### config.mk
export PLATFORM = sky130hd
export DESIGN_NAME = fstm_ctrl_flat
export DESIGN_NICKNAME = d
export VERILOG_FILES = /design/src/design/fstm_pkg.sv /design/src/design/fstm_if.sv /design/src/design/fstm_ctrl.sv /design/src/flat_wrapper.sv
export SDC_FILE = /design/constraint.sdc
export NUM_CORES = 1
export LEC_CHECK = 0
export BUFFER_PORTS_ARGS = -buffer_cell sky130_fd_sc_hd__buf_2
export CAP_MARGIN = 5
export CORE_AREA = 2 2 68 70
export DETAILED_ROUTE_END_ITERATION = 16
export DIE_AREA = 0 0 70 72
export PLACE_DENSITY = 0.69
export SLEW_MARGIN = 30
export SYNTH_ARGS = -nofsm -noshare
export SYNTH_HDL_FRONTEND = slang
export SYNTH_SLANG_ARGS = --single-unit
### constraint.sdc
create_clock -name clk -period 3.4 [get_ports clk]
set_input_delay 0.68 -clock clk [delete_from_list [all_inputs] [get_ports clk]]
set_output_delay 0.68 -clock clk [all_outputs]
set_load 0.01 [all_outputs]
### src/design/fstm_pkg.sv
`timescale 1ns / 1ps
// shared types and constants of the flat span texture mapper
// no dependencies
package fstm_pkg;

	localparam int TEX_DEPTH   = 4096;
	localparam int REMAP_DEPTH = 256;
	localparam int TEXEL_W     = 8;
	localparam int ADDR_W      = 12;
	localparam int COORD_W     = 32;
	localparam int COUNT_W     = 7;
	localparam int POS_W       = 6;
	localparam int MAX_SPAN    = 64;

	localparam logic [1:0] CMD_LOAD_TEX   = 2'd0;
	localparam logic [1:0] CMD_LOAD_REMAP = 2'd1;
	localparam logic [1:0] CMD_DRAW       = 2'd2;

	// controller to datapath
	typedef struct packed {
		logic             tex_we;
		logic             remap_we;
		logic             load_coords;
		logic             issue;
		logic [POS_W-1:0] pos;
		logic             last;
	} dp_cmd_t;

	// datapath to controller
	typedef struct packed {
		logic advance;
		logic pipe_empty;
	} dp_status_t;

endpackage

### src/design/fstm_if.sv
`timescale 1ns / 1ps
// input and output channel interfaces, valid/ready handshake
// depends on fstm_pkg for field widths
interface fstm_in_if import fstm_pkg::*; ();
	logic               valid;
	logic               ready;
	logic [1:0]         cmd;
	logic [ADDR_W-1:0]  addr;
	logic [TEXEL_W-1:0] data;
	logic [COORD_W-1:0] start_u;
	logic [COORD_W-1:0] start_v;
	logic [COORD_W-1:0] step_u;
	logic [COORD_W-1:0] step_v;
	logic [COUNT_W-1:0] pixel_count;
	logic               resume;

	modport source (output valid, cmd, addr, data, start_u, start_v, step_u, step_v,
		pixel_count, resume, input ready);
	modport sink (input valid, cmd, addr, data, start_u, start_v, step_u, step_v,
		pixel_count, resume, output ready);
endinterface


### src/design/fstm_ctrl.sv
`timescale 1ns / 1ps
// span controller: takes items, sequences pixels of a draw
// depends on fstm_pkg and fstm_in_if
module fstm_ctrl import fstm_pkg::*; #(
	parameter int SPAN_MAX = MAX_SPAN
) (
	input  logic        clk,
	input  logic        arst_n,
	fstm_in_if.sink     in_ch,
	input  dp_status_t  status,
	output dp_cmd_t     cmd
);
	localparam logic ST_IDLE = 1'b0;
	localparam logic ST_DRAW = 1'b1;

	logic               state_q;
	logic [POS_W-1:0]   pix_q;
	logic [COUNT_W-1:0] count_q;
	logic [COUNT_W-1:0] count_sat;
	logic               accept;
	logic               last_pix;

	assign count_sat = (in_ch.pixel_count > COUNT_W'(SPAN_MAX)) ? COUNT_W'(SPAN_MAX)
		: in_ch.pixel_count;

	// loads wait for the pipeline to drain so pending pixels see old store contents
	assign in_ch.ready = (state_q == ST_IDLE) && ((in_ch.cmd == CMD_DRAW) || status.pipe_empty);
	assign accept      = in_ch.valid && in_ch.ready;
	assign last_pix    = ({1'b0, pix_q} + COUNT_W'(1)) == count_q;

	always_comb begin
		cmd.tex_we      = accept && (in_ch.cmd == CMD_LOAD_TEX);
		cmd.remap_we    = accept && (in_ch.cmd == CMD_LOAD_REMAP);
		cmd.load_coords = accept && (in_ch.cmd == CMD_DRAW) && !in_ch.resume;
		cmd.issue       = (state_q == ST_DRAW) && status.advance;
		cmd.pos         = pix_q;
		cmd.last        = last_pix;
	end

	always_ff @(posedge clk or negedge arst_n) begin
		if (!arst_n) begin
			state_q <= ST_IDLE;
			pix_q   <= '0;
			count_q <= '0;
		end else begin
			unique case (state_q)
				ST_IDLE: begin
					if (accept && (in_ch.cmd == CMD_DRAW) && (count_sat != '0)) begin
						state_q <= ST_DRAW;
						pix_q   <= '0;
						count_q <= count_sat;
					end
				end
				ST_DRAW: begin
					if (cmd.issue) begin
						pix_q <= pix_q + POS_W'(1);
						if (last_pix) begin
							state_q <= ST_IDLE;
						end
					end
				end
				default: state_q <= ST_IDLE;
			endcase
		end
	end
endmodule

### src/flat_wrapper.sv
// flat-port wrapper written by rule: the top's interface ports become plain ports
module fstm_ctrl_flat import fstm_pkg::*;
#(
	parameter int SPAN_MAX = MAX_SPAN
)
  (clk, arst_n, status, cmd, in_ch_valid, in_ch_cmd, in_ch_addr, in_ch_data, in_ch_start_u, in_ch_start_v, in_ch_step_u, in_ch_step_v, in_ch_pixel_count, in_ch_resume, in_ch_ready);
  fstm_in_if in_ch_i ();
  input  logic clk;
  input  logic arst_n;
  input  dp_status_t status;
  output dp_cmd_t cmd;
  input wire logic [$bits(in_ch_i.valid)-1:0] in_ch_valid;
  input wire logic [$bits(in_ch_i.cmd)-1:0] in_ch_cmd;
  input wire logic [$bits(in_ch_i.addr)-1:0] in_ch_addr;
  input wire logic [$bits(in_ch_i.data)-1:0] in_ch_data;
  input wire logic [$bits(in_ch_i.start_u)-1:0] in_ch_start_u;
  input wire logic [$bits(in_ch_i.start_v)-1:0] in_ch_start_v;
  input wire logic [$bits(in_ch_i.step_u)-1:0] in_ch_step_u;
  input wire logic [$bits(in_ch_i.step_v)-1:0] in_ch_step_v;
  input wire logic [$bits(in_ch_i.pixel_count)-1:0] in_ch_pixel_count;
  input wire logic [$bits(in_ch_i.resume)-1:0] in_ch_resume;
  output wire logic [$bits(in_ch_i.ready)-1:0] in_ch_ready;
  assign in_ch_i.valid = in_ch_valid;
  assign in_ch_i.cmd = in_ch_cmd;
  assign in_ch_i.addr = in_ch_addr;
  assign in_ch_i.data = in_ch_data;
  assign in_ch_i.start_u = in_ch_start_u;
  assign in_ch_i.start_v = in_ch_start_v;
  assign in_ch_i.step_u = in_ch_step_u;
  assign in_ch_i.step_v = in_ch_step_v;
  assign in_ch_i.pixel_count = in_ch_pixel_count;
  assign in_ch_i.resume = in_ch_resume;
  assign in_ch_ready = in_ch_i.ready;
  fstm_ctrl #(.SPAN_MAX(SPAN_MAX)) u_core (.clk(clk), .arst_n(arst_n), .in_ch(in_ch_i), .status(status), .cmd(cmd));
endmodule
Word-level counts from Yosys, hierarchy flattened
Index checks and enable logic that the tools add are counted.

storage, ports and cells
  register bits after elaboration = 14
  logic and storage cells = 34
  output and inout bits = 12
  input port bits = 163

operators by class
  multiplexer cells = 8
  add/subtract/negate cells = 2
  $lt $le $gt $ge = 1
  reduce and logical (&&, ||, !) cells = 14
  bitwise logic cells = 1
  eq/ne operators = 5

operators by type and width
  operator                                                          count
  6-bit 2-to-1 mux                                                  2
  6-bit case mux with 2 select lines                                1
  1-bit logical AND                                                 8
  6-bit by 1-bit adder with 7-bit output (second input constant)    1
  7-bit == test                                                     1
  7-bit greater-than comparator (second input constant)             1
  7-bit 2-to-1 mux                                                  1
  7-bit nonzero test                                                1
  6-bit by 1-bit adder with 6-bit output (second input constant)    1
  2-bit inequality test (second input constant)                     2
  2-bit AND reduction                                               2
  1-bit 2-to-1 mux                                                  3
  2-bit by 1-bit == test with 1-bit output (second input constant)  1
  2-bit == test (second input constant)                             1
  2-bit zero test                                                   1
  1-bit case mux with 2 select lines                                1
  1-bit zero test                                                   1
  1-bit logical OR                                                  1
  1-bit NOT                                                         1

Logic depth before layout (Yosys ltp)
  word-level depth = 8
  depth in mapped cells = 7
  depth with buffers taken out = 6

Worst setup path before layout
OpenSTA, ideal clock, no wires.

  kind = register -> output
  start = register u_core.pix_q[0]
  end = output port cmd[0] (netlist name)
  cell stages (with the launch flop) = 8
  path slack = 1181 ps
  data required time = 2720 ps
  data arrival time = 1539 ps
  path through = dfrtp_1 -> ha_1 -> nand4_1 -> xor2_1 -> nand2_1 -> mux2i_1 -> nor3b_2 -> buf_4

between the ends
  word-level cells in the longest chain between the ends = 2

RTL lines
  item                                    line                text
  start: declaration                      fstm_ctrl.sv:17     logic [POS_W-1:0] pix_q;
  start signal: assignment                fstm_ctrl.sv:56     pix_q <= pix_q + POS_W'(1);
  6-bit by 1-bit adder with 7-bit output  fstm_ctrl.sv:29     assign last_pix = ({1'b0, pix_q} + COUNT_W'(1)) == count_q;
  7-bit == test                           fstm_ctrl.sv:29
  end: declaration                        flat_wrapper.sv:11  output dp_cmd_t cmd;

Every way passes these cells.

==> qor.txt <==
Status: complete, no violations
Commonest non-fill, non-tap cell in the layout: buf_2
Synth cell types: 33
Setup ws final: 0.7648 ns
Drt first pass iters: 6
Total GRT Usage: 0.08245
Dpl cell area: 1070 µm²
Effective utilization at floorplan: 0.2098
Number of synthesis warnings: 0
Setup TNS: 0 ns
Max-Slew Margin vs Limit: 0.7837
Critical Path RT: 2.72 ns
Netlist Area Pre-Place: 894.6 µm²
Syn_area_per_cell: 8.946 µm²
Post-CTS Hold Fix Bufs: 0
FMAX: 0.3795 GHz
Filler instances: 486
Port bufs: 26
H-tree Lvls: 1
CTS tree: built
Antenna cells: 0
Reg clk slew, reported paths: 0.06 ns
First-pass GRT wire length: 3263 µm
Net Sw Frac: 0.3838
Initial DRC count: 12
Die area: 5040 µm²
DRC violations left: 0
Final-report setup violation count: 0
CP startpoint kind: register
I/O pin count: 175
Fraction of registers with async set/reset: 1.000
Final hold slack: 0.3194 ns
Worst Tran Pin Value: 0.3217 ns
Sequential power share: 0.388
Ys flop type: dfrtp_1
Total Wirelength: 1940 µm
Total CTS buffers: 3
Share of cells above drive strength 1: 0.3228
Vias in the first global route: 686
Post-route ant nets: 0
Post-route cell area: 1125 µm²
Worst path arrival time: 1.96 ns
Core area: 4264 µm²
Synth Net Count: 264
Yosys reg bits: 14
Area growth syn-to-layout: 25.73%
Pwr per Cell Area: 702.4 nW/µm²
DP HPWL: 1514 µm
Sw Pwr: 303.3 µW
Leakage: 0.0005278 µW
Die height: 72 µm
# Post-CTS Setup Buffers: 0
Sequential element share of the synthesized area: 0.3916
CP Max Fanout: 7
Reg area: 350.3 µm²
Most frequent cells in the layout: buf_2 (26), nand2_1 (19), o21ai_0 (14), dfrtp_1 (14), nor2_1 (7)
Footprint of the multi-input gates: 509.2 µm²
CTS Sinks: 14
Post-cts sizing count: 0
Setup WS pre-CTS: 1.028 ns
RSZ-0062 raised after global routing: no
Placed cells: 175
WL/cell: 10.84 µm
Clk root buf: clkbuf_8
Worst skew pair latency: 0.25 ns
Clock buffer depth: 2
Post-synth EDFFs: 0
Clock power share: 0.206
Final min period: 2.635 ns
CP endpoint kind: primary output
Initial antenna violation count: 0
Non-filler instance count after layout: 179
Nets: 292
Mapped Cells: 100
Largest net degree at the start of global routing: 17
Drt via density: 4.223
Critical path class: reg2out
Via Count: 756
Width of the die: 70 µm
Rows: 24
Comb power frac: 0.406
GRT overflow: 0
Hold/Removal Path Class: in2async
Pins over their slew limit: 0
Routability cong.: 0.7430
Tcrit/Tclk final: 0.7751
Hold Fails Final Rpt: 0
Worst vdd ir: 0.0002351 V
Max Cap Violations: 0
Worst Skew: 0.002790 ns
Pint: 486.8 µW
## layer usage
metal	up-vias	routed length (µm)	track usage
li1	397	-	-
met1	332	958	0.1082
met2	23	838	0.1217
met3	4	91	0.01667
met4	0	51	0.05769
met5	-	0	0
## cells in the mapped netlist (2+ instances only)
| cell | number | area (µm²) |
|---|---|---|
| nand2_1 | 19 | 71.32 |
| buf_4 | 2 | 15.01 |
| nand3_1 | 5 | 25.02 |
| xor2_1 | 5 | 43.79 |
| xnor2_1 | 4 | 35.03 |
| nor2_1 | 7 | 26.28 |
| inv_1 | 4 | 15.01 |
| o21ai_0 | 14 | 70.07 |
| a21oi_1 | 2 | 10.01 |
| nand3b_1 | 2 | 15.01 |
| dfrtp_1 | 14 | 350.3 |
## state kept, by name, summed over array words and instances (netlist names)
name and cells:
u_core.count_q 7, u_core.pix_q 6, u_core.state_q 1
## metrics by stage
| step | power [µW] | utilization |
|---|---|---|
| after global routing | 862.1 | 0.2638 |
| after CTS | 803.7 | 0.2638 |
| after global placement | 623.1 | 0.2509 |
| after floorplan | 546.5 | - |
| final | 790.1 | 0.2638 |
| after detailed placement | 633.6 | 0.2509 |
## power groups by stage
stage / registers (µW) / logic (µW) / clock network, µW
after floorplan: 293 / 254 / 0
after global placement: 308 / 315 / 0
after detailed placement: 310 / 324 / 0
after CTS: 308 / 326 / 170
after global routing: 319 / 367 / 176
final: 307 / 321 / 163
## cells by family after synthesis
kind of cell               share of synthesized area
AOI/OAI and AO/OA                             0.1511
adders and majority gates                    0.01398
and+or+nand+nor                               0.3049
buffers and inverters                        0.03915
xor gates and xnor gates                     0.08811
DFF                                           0.3916
muxes                                        0.01119
## path summary, 6_finish.rpt
kind	start	end	slack (ns)	depth (start not counted)
max	u_core.pix_q[0]$_DFFE_PN0P_	cmd[0]	0.76	7
min	arst_n	u_core.count_q[3]$_DFFE_PN0P_	0.32	1
max reg2reg	u_core.pix_q[0]$_DFFE_PN0P_	u_core.state_q$_DFF_PN0_	1.71	6
min reg2reg	u_core.count_q[1]$_DFFE_PN0P_	u_core.count_q[1]$_DFFE_PN0P_	0.50	2
max in group asynchronous	arst_n	u_core.pix_q[2]$_DFFE_PN0P_	2.84	1
min in group clk	u_core.count_q[1]$_DFFE_PN0P_	u_core.count_q[1]$_DFFE_PN0P_	0.50	2
## cell type report
type | count | share of cell area
clock buffers | 4 | 0.04894
inverters | 4 | 0.01335
multi-input cells | 79 | 0.4527
flip-flops and latches | 14 | 0.3115
well taps | 52 | 0.05784
repair buffers | 26 | 0.1157
## critical path: stages, from the launching register on
cell     delay (ns)
dfrtp_1        0.47
ha_1           0.36
nand4_1        0.16
xor2_1         0.15
nand2_1        0.06
mux2i_1        0.17
nor3b_2        0.18
buf_2          0.15
Note: power is estimated with default switching activity, not from simulation.
